### src/hdl/lobm_pkg.sv
// Shared types and constants for the last-occurrence byte matcher.
// No dependencies; every other file of the block imports this package.
package lobm_pkg;

    // Size limits
    localparam int QUERY_MAX   = 16;
    localparam int REF_MAX     = 65535;
    localparam int QUEUE_DEPTH = 4;

    // Derived widths
    localparam int SYM_W   = 8;
    localparam int POS_W   = 16;
    localparam int QCNT_W  = $clog2(QUERY_MAX + 1);
    localparam int RCNT_W  = $clog2(REF_MAX + 1);
    localparam int CMP_W   = (RCNT_W > QCNT_W) ? RCNT_W : QCNT_W;
    localparam int QPTR_W  = $clog2(QUEUE_DEPTH);
    localparam int QFILL_W = $clog2(QUEUE_DEPTH + 1);

    // func codes
    localparam logic FUNC_QUERY = 1'b0;
    localparam logic FUNC_REF   = 1'b1;

    // Input word
    typedef struct packed {
        logic             func;
        logic [SYM_W-1:0] symbol;
        logic             last;
    } in_word_t;

    // Result word
    typedef struct packed {
        logic             found;
        logic [POS_W-1:0] position;
        logic             overflow;
    } out_word_t;

    // Classified word held between front and back
    typedef struct packed {
        logic             is_ref;
        logic             first;
        logic             last;
        logic [SYM_W-1:0] symbol;
    } queue_entry_t;

endpackage

### src/hdl/lobm_front.sv
// Front end: accepts input words, tracks query framing, drops stray reference bytes.
// Depends on lobm_pkg.
module lobm_front (
    input  logic                  aclk,
    input  logic                  aresetn,
    input  logic                  s_valid,
    output logic                  s_ready,
    input  lobm_pkg::in_word_t    s_data,
    input  logic                  q_full,
    output logic                  q_push,
    output lobm_pkg::queue_entry_t q_data
);
    import lobm_pkg::*;

    logic open_reg;
    logic open_next;
    logic accept;
    logic is_query;
    logic drop;

    // Classify the incoming word
    assign s_ready  = !q_full;
    assign accept   = s_valid && s_ready;
    assign is_query = (s_data.func == FUNC_QUERY);
    // reference bytes during an open query are ignored
    assign drop     = !is_query && open_reg;
    assign q_push   = accept && !drop;

    always_comb begin
        q_data.is_ref = !is_query;
        q_data.first  = is_query && !open_reg;
        q_data.last   = s_data.last;
        q_data.symbol = s_data.symbol;
    end

    // Query open flag
    always_comb begin
        open_next = open_reg;
        if (accept && is_query) begin
            open_next = !s_data.last;
        end
    end

    always_ff @(posedge aclk) begin
        if (!aresetn) begin
            open_reg <= 1'b0;
        end else begin
            open_reg <= open_next;
        end
    end

endmodule

### src/hdl/lobm_queue.sv
// Short FIFO between the front and back ends.
// Depends on lobm_pkg.
module lobm_queue (
    input  logic                   aclk,
    input  logic                   aresetn,
    input  logic                   push,
    input  lobm_pkg::queue_entry_t push_data,
    output logic                   full,
    input  logic                   pop,
    output lobm_pkg::queue_entry_t pop_data,
    output logic                   empty
);
    import lobm_pkg::*;

    queue_entry_t         slot_reg [QUEUE_DEPTH];
    logic [QPTR_W-1:0]    wr_ptr_reg;
    logic [QPTR_W-1:0]    rd_ptr_reg;
    logic [QFILL_W-1:0]   fill_reg;
    logic [QFILL_W-1:0]   fill_next;
    logic                 do_push;
    logic                 do_pop;

    assign full     = (fill_reg == QFILL_W'(QUEUE_DEPTH));
    assign empty    = (fill_reg == '0);
    assign do_push  = push && !full;
    assign do_pop   = pop && !empty;
    assign pop_data = slot_reg[rd_ptr_reg];

    // Fill level
    always_comb begin
        fill_next = fill_reg;
        if (do_push && !do_pop) begin
            fill_next = fill_reg + 1'b1;
        end else if (!do_push && do_pop) begin
            fill_next = fill_reg - 1'b1;
        end
    end

    always_ff @(posedge aclk) begin
        if (!aresetn) begin
            wr_ptr_reg <= '0;
            rd_ptr_reg <= '0;
            fill_reg   <= '0;
        end else begin
            fill_reg <= fill_next;
            if (do_push) begin
                wr_ptr_reg <= (wr_ptr_reg == QPTR_W'(QUEUE_DEPTH - 1)) ? '0 : wr_ptr_reg + 1'b1;
            end
            if (do_pop) begin
                rd_ptr_reg <= (rd_ptr_reg == QPTR_W'(QUEUE_DEPTH - 1)) ? '0 : rd_ptr_reg + 1'b1;
            end
        end
    end

    // Entry storage
    always_ff @(posedge aclk) begin
        if (do_push) begin
            slot_reg[wr_ptr_reg] <= push_data;
        end
    end

`ifndef SYNTH
    a_no_overrun: assert property (@(posedge aclk) disable iff (!aresetn)
        fill_reg <= QFILL_W'(QUEUE_DEPTH))
        else $error("queue fill level above depth");
    a_fill_track: assert property (@(posedge aclk) disable iff (!aresetn)
        do_push && !do_pop |=> fill_reg != '0)
        else $error("queue empty right after a push");
    a_ptr_sync: assert property (@(posedge aclk) disable iff (!aresetn)
        empty |-> wr_ptr_reg == rd_ptr_reg)
        else $error("queue pointers differ while empty");
`endif

endmodule

### src/hdl/lobm_back.sv
// Back end: query store, reference window, parallel compare and result register.
// Depends on lobm_pkg.
module lobm_back (
    input  logic                   aclk,
    input  logic                   aresetn,
    input  logic                   q_empty,
    input  lobm_pkg::queue_entry_t q_data,
    output logic                   q_pop,
    output logic                   m_valid,
    input  logic                   m_ready,
    output lobm_pkg::out_word_t    m_data
);
    import lobm_pkg::*;

    // Query bytes, newest at index 0, so entry j lines up with window entry j
    logic [SYM_W-1:0]  qstore_reg [QUERY_MAX];
    logic [SYM_W-1:0]  window_reg [QUERY_MAX];
    logic [SYM_W-1:0]  win_shift  [QUERY_MAX];

    logic [QCNT_W-1:0] qc_reg, qc_next, qc_base;
    logic              ovf_reg, ovf_next, ovf_base;
    logic [RCNT_W-1:0] rc_reg, rc_next, rc_inc;
    logic [RCNT_W-1:0] mstart_reg, mstart_next;
    logic              seen_reg, seen_next;
    logic              m_valid_reg;
    out_word_t         m_data_reg, result_next;

    logic              q_write;
    logic              win_write;
    logic              emit_word;
    logic              emit;
    logic              lanes_ok;
    logic              hit;
    logic [QUERY_MAX-1:0] lane_ok;

    // Execute one word a cycle; only a word that ends a reference waits
    // for the result register to free up
    assign emit_word = q_data.is_ref && q_data.last;
    assign q_pop     = !q_empty && (!emit_word || !m_valid_reg || m_ready);
    assign m_valid   = m_valid_reg;
    assign m_data    = m_data_reg;
    assign emit      = q_pop && emit_word;

    // Query side
    assign qc_base   = q_data.first ? '0 : qc_reg;
    assign ovf_base  = q_data.first ? 1'b0 : ovf_reg;
    assign q_write   = q_pop && !q_data.is_ref && (qc_base < QCNT_W'(QUERY_MAX));

    // Reference side: shift, then compare every active lane
    assign win_write = q_pop && q_data.is_ref && (rc_reg != RCNT_W'(REF_MAX));
    assign rc_inc    = rc_reg + 1'b1;

    always_comb begin
        win_shift[0] = q_data.symbol;
        for (int j = 1; j < QUERY_MAX; j++) begin
            win_shift[j] = window_reg[j-1];
        end
        for (int j = 0; j < QUERY_MAX; j++) begin
            lane_ok[j] = (QCNT_W'(j) >= qc_reg) || (win_shift[j] == qstore_reg[j]);
        end
    end

    assign lanes_ok = &lane_ok;
    assign hit = (qc_reg != '0) && (CMP_W'(rc_inc) >= CMP_W'(qc_reg)) && lanes_ok;

    // Next state
    always_comb begin
        qc_next     = qc_reg;
        ovf_next    = ovf_reg;
        rc_next     = rc_reg;
        mstart_next = mstart_reg;
        seen_next   = seen_reg;
        if (q_pop && !q_data.is_ref) begin
            qc_next  = q_write ? qc_base + 1'b1 : qc_base;
            ovf_next = q_write ? ovf_base : 1'b1;
        end else if (q_pop && q_data.is_ref) begin
            if (win_write) begin
                rc_next = rc_inc;
                if (hit) begin
                    mstart_next = RCNT_W'(CMP_W'(rc_inc) - CMP_W'(qc_reg));
                    seen_next   = 1'b1;
                end
            end else begin
                ovf_next = 1'b1;
            end
        end

        // Result from the state after this word
        if (qc_reg == '0) begin
            result_next.found    = 1'b1;
            result_next.position = POS_W'(rc_next);
        end else begin
            result_next.found    = seen_next;
            result_next.position = seen_next ? POS_W'(mstart_next) : '0;
        end
        result_next.overflow = ovf_next;

        // Closing a query or ending a reference restarts the reference
        if (q_pop && q_data.last) begin
            rc_next     = '0;
            mstart_next = '0;
            seen_next   = 1'b0;
        end
    end

    // Control state
    always_ff @(posedge aclk) begin
        if (!aresetn) begin
            qc_reg      <= '0;
            ovf_reg     <= 1'b0;
            rc_reg      <= '0;
            mstart_reg  <= '0;
            seen_reg    <= 1'b0;
            m_valid_reg <= 1'b0;
        end else begin
            qc_reg     <= qc_next;
            ovf_reg    <= ovf_next;
            rc_reg     <= rc_next;
            mstart_reg <= mstart_next;
            seen_reg   <= seen_next;
            if (emit) begin
                m_valid_reg <= 1'b1;
            end else if (m_ready) begin
                m_valid_reg <= 1'b0;
            end
        end
    end

    // Payload: lanes beyond the count or the stream length are never compared
    always_ff @(posedge aclk) begin
        if (q_write) begin
            qstore_reg[0] <= q_data.symbol;
            for (int j = 1; j < QUERY_MAX; j++) begin
                qstore_reg[j] <= qstore_reg[j-1];
            end
        end
        if (win_write) begin
            for (int j = 0; j < QUERY_MAX; j++) begin
                window_reg[j] <= win_shift[j];
            end
        end
        if (emit) begin
            m_data_reg <= result_next;
        end
    end

`ifndef SYNTH
    a_qc_range: assert property (@(posedge aclk) disable iff (!aresetn)
        qc_reg <= QCNT_W'(QUERY_MAX))
        else $error("query count above limit");
    a_rc_range: assert property (@(posedge aclk) disable iff (!aresetn)
        rc_reg <= RCNT_W'(REF_MAX))
        else $error("reference count above limit");
    a_seen_needs_query: assert property (@(posedge aclk) disable iff (!aresetn)
        seen_reg |-> qc_reg != '0)
        else $error("match recorded with empty query");
    a_miss_pos_zero: assert property (@(posedge aclk) disable iff (!aresetn)
        m_valid_reg && !m_data_reg.found |-> m_data_reg.position == '0)
        else $error("miss reported with nonzero position");
    a_emit_loads: assert property (@(posedge aclk) disable iff (!aresetn)
        emit |=> m_valid_reg)
        else $error("result not presented after end of reference");
`endif

endmodule

### src/hdl/last_occurrence_byte_matcher_unit.sv
// Top level of the last-occurrence byte matcher: front, queue and back end.
// Depends on lobm_pkg, lobm_front, lobm_queue and lobm_back.
//
//   channel  ports                        word
//   input    s_valid s_ready s_data       func, symbol, last
//   result   m_valid m_ready m_data       found, position, overflow
//
// Sustained rate is one word per cycle unless a result waits on m_ready; the back
// end executes one queued word a cycle (window shift plus parallel compare of all
// query lanes). A word ending a reference passes a queue entry, then the result register.
// The four-entry queue lets the input keep flowing while a result waits.
// Reset is synchronous, active low, and clears all control state.
module last_occurrence_byte_matcher_unit (
    input  logic                aclk,
    input  logic                aresetn,
    input  logic                s_valid,
    output logic                s_ready,
    input  lobm_pkg::in_word_t  s_data,
    output logic                m_valid,
    input  logic                m_ready,
    output lobm_pkg::out_word_t m_data
);
    import lobm_pkg::*;

    logic         q_push;
    logic         q_full;
    logic         q_pop;
    logic         q_empty;
    queue_entry_t q_in;
    queue_entry_t q_out;

    lobm_front u_front (
        .aclk    (aclk),
        .aresetn (aresetn),
        .s_valid (s_valid),
        .s_ready (s_ready),
        .s_data  (s_data),
        .q_full  (q_full),
        .q_push  (q_push),
        .q_data  (q_in)
    );

    lobm_queue u_queue (
        .aclk      (aclk),
        .aresetn   (aresetn),
        .push      (q_push),
        .push_data (q_in),
        .full      (q_full),
        .pop       (q_pop),
        .pop_data  (q_out),
        .empty     (q_empty)
    );

    lobm_back u_back (
        .aclk    (aclk),
        .aresetn (aresetn),
        .q_empty (q_empty),
        .q_data  (q_out),
        .q_pop   (q_pop),
        .m_valid (m_valid),
        .m_ready (m_ready),
        .m_data  (m_data)
    );

endmodule
### config.mk
export PLATFORM = sky130hd
export DESIGN_NAME = last_occurrence_byte_matcher_unit
export DESIGN_NICKNAME = d
export VERILOG_FILES = /design/src/hdl/lobm_pkg.sv /design/src/hdl/lobm_front.sv /design/src/hdl/lobm_queue.sv /design/src/hdl/lobm_back.sv /design/src/hdl/last_occurrence_byte_matcher_unit.sv
export SDC_FILE = /design/constraint.sdc
export NUM_CORES = 1
export LEC_CHECK = 0
export ABC_AREA = 1
export BUFFER_PORTS_ARGS = -buffer_cell sky130_fd_sc_hd__buf_2
export CAP_MARGIN = 5
export CORE_UTILIZATION = 40
export DETAILED_ROUTE_END_ITERATION = 6
export GPL_TIMING_DRIVEN = 0
export HOLD_SLACK_MARGIN = 0.06
export PLACE_DENSITY = 0.54
export SETUP_SLACK_MARGIN = 0.15
export SYNTH_ARGS = -nofsm -noshare
export SYNTH_HDL_FRONTEND = slang
export SYNTH_SLANG_ARGS = --single-unit
### constraint.sdc
create_clock -name aclk -period 4.6 [get_ports aclk]
set_input_delay 0.46 -clock aclk [delete_from_list [all_inputs] [get_ports aclk]]
set_output_delay 0.46 -clock aclk [all_outputs]
set_load 0.02 [all_outputs]
==> impl_metrics.toml <==
[cells_and_area]
fin_nets = 1444
n_antenna_cell = 0
layoutNonFillerInstCount = 1955
final_core_util = 0.463
syn_to_final_growth_pct = 14.1
largest_reg_flops = 128
drive_gt1_frac = 0.117

[synth]
synth-seq-cells = 360
syn-num-nets = 1365
synth_area_leaders = "edfxtp_1 61%, nand2_1 8.4%, dfxtp_1 6.6%"
yosys_warnings = 0
synthDominantCellAreaShare = 0.610
syn_area_sq_um = 15300
synth_common_cells = "340 x nand2_1, 310 x edfxtp_1, 135 x inv_1, 110 x nor2_1, 86 x xnor2_1"
syn_inst = 1336
ys_types = 43
synth-edff-count = 310
synth.most_common_cell = "nand2_1"
yosysTopAreaCell = "edfxtp_1"
synth_ff_type = "edfxtp_1"
ys_seq_area_frac = 0.675
avgSynthCellArea_sq_um = 11.4
synthArstFlopShare = 0

[clock_tree]
insertion_delay_ns = 0.54
clk_pin_slew_ns = 0.06
cts_resized = 0
cts_max_level = 2
cts_tree = "done"
clock_sinks = 360
clockRootBuffer = "clkbuf_16"
cts_max_path_buffers = 3
cts_buffers = 39
postCtsHoldBufs = 0
post-cts-setup-buffers = 0

[worst_setup_path]
worstSetupPathType = "register to register"
timing.rr.start = "u_back.rc_reg[0]$_SDFF_PP0_"
startpoint_type = "register"
worstPathArrival_ns = 3.75
cp-startpoint = "u_back.rc_reg[0]$_SDFF_PP0_"
critical_path_required_ns = 4.89
crit_fanout = 5
crit_path_end_kind = "register"

[drt]
drc = 0
dr.max_layer_used = "met5"
dr_total_vias = 9091
met3WireLength_um = 996
ant_nets = 0
drtPass1Iterations = 5
wl_met1_um = 12700
wl_met2_um = 13400
first_iter_violations = 419
wl_um = 27700
wl_per_cell_um = 14.1
avgViaCountPerCell = 4.65

[power]
seqPwrFrac = 0.454
p_clk_frac = 0.210
ir_worst_vdd_uv = 339
powerDensity_nw_per_um2 = 831
p_comb_frac = 0.336
p_int_mw = 9.26
p_leak_nw = 6.67
p_sw_frac = 0.360
p_switching_mw = 5.21

[timing]
skew_ns = 0.0193
fmax_mhz = 289
setup_tns_ns = 0
slew-limit-headroom = 0.245
min_period_ns = 3.46
setup_violations = 0
worst_pin_slew_ns = 1.13
rsz0062_at_grt = "false"
period_share = 0.753
hold_slack_ns = 0.152
drv_slew = 0
timing_hold_violations_final = 0
worst_slack_ns = 1.14

[grt]
grt_max_degree = 79
overflow = 0
grt_use_total = 0.146
antenna_found_initial = 1
grt_pass1_vias = 8804
grt_pass1_wl_um = 44500

[place]
gp_congestion = 0.881
place_inst = 1885
dp_hpwl_um = 18700
dp_slack_ns = 1.19
port_buffers = 33

[floorplanning]
start_util = 0.406
io_pins = 34
coreArea_sq_um = 37600
chipWidth_um = 197
fp-row-count = 71
die_height_um = 197
dieArea_sq_um = 39000

[hold_path]
min_from = "s_data[2]"
hp-class = "input port to register"

[run_status]
outcome = "finished clean"

[run]
cap_violations = 0
## through the flow
stage | total power, mW | instance area [sq um]
2_1_floorplan | 10.1 | 15300
3_3_place_gp | 11.4 | 16100
3_5_place_dp | 11.6 | 16200
4_1_cts | 14.7 | 17400
5_1_grt | 15.5 | 17400
6_report | 14.5 | 17400
## cell type report
| cell class | count | area, sq um |
|---|---|---|
| Fill cell | 3406 | 20200 |
| Sequential cell | 360 | 10300 |
| Multi-Input combinational cell | 812 | 4300 |
| Clock buffer | 52 | 1030 |
| Tap cell | 511 | 639 |
| Inverter | 144 | 544 |
| Timing Repair Buffer | 38 | 268 |
| Clock inverter | 18 | 194 |
| Buffer | 20 | 125 |
## placed cells by master, fill, tap and decap left out, drive strengths merged, types with 2 or more instances in the layout
| master | instances |
|---|---|
| clkbuf | 58 |
| a211oi | 3 |
| ha | 13 |
| fa | 2 |
| nand3b | 6 |
| inv | 145 |
| nand2 | 347 |
| bufinv | 4 |
| nand4 | 36 |
| nor3 | 8 |
| o21ai | 43 |
| clkinv | 11 |
| edfxtp | 310 |
| nor2 | 121 |
| clkinvlp | 2 |
| dfxtp | 50 |
| nand3 | 58 |
| xor2 | 21 |
| or2 | 27 |
| buf | 52 |
| xnor2 | 86 |
| a21oi | 30 |
## power groups by stage
stage | Clock (mW) | Sequential, mW | Combinational [mW]
6_report | 3.04 | 6.57 | 4.87
5_1_grt | 3.24 | 6.75 | 5.52
2_1_floorplan | 0 | 6.57 | 3.49
3_5_place_dp | 0 | 6.64 | 4.94
3_3_place_gp | 0 | 6.69 | 4.75
4_1_cts | 3.12 | 6.58 | 4.97
## worst max-delay path, stage by stage (launching register included)
cell and delay [ns]:
dfxtp_1 0.43, ha_1 0.20, nand2_1 0.14, nor2_1 0.24, xnor2_1 0.18, inv_1 0.08, ha_1 0.32, a21oi_1 0.14
o21ai_0 0.13, nor2_1 0.35, nand2_1 0.09, nor3_1 0.41, nand3b_1 0.12, nand2_1 0.09, inv_1 0.04, nand4_1 0.10
nand2_1 0.06, nand2_1 0.06, nand2_1 0.05
## metal layers
layer,track usage,vias to the layer above
met2,0.248,119
li1,-,4636
met3,0.0266,40
met5,0,-
met4,0.0442,2
met1,0.191,4294
## path summary, 6_finish.rpt
kind,end,depth (start not counted),slack [ns]
setup / recovery,u_back.m_data[12]$_DFFE_PP_,18,1.14
hold / removal,u_queue.slot_reg[0][1]$_DFFE_PP_,1,0.15
setup reg to reg,u_back.m_data[12]$_DFFE_PP_,18,1.14
hold reg to reg,u_back.window_reg[1][43]$_DFFE_PP_,0,0.45
## cell families after synthesis
| kind of cell | Yosys count | synth area share |
|---|---|---|
| xor+xnor | 107 | 0.0624 |
| flops | 360 | 0.675 |
| fa+ha+maj | 15 | 0.0133 |
| simple gates | 606 | 0.175 |
| buf+inv | 164 | 0.0433 |
| compound gates | 84 | 0.0306 |
No activity file was read; power rests on OpenSTA's default activity.
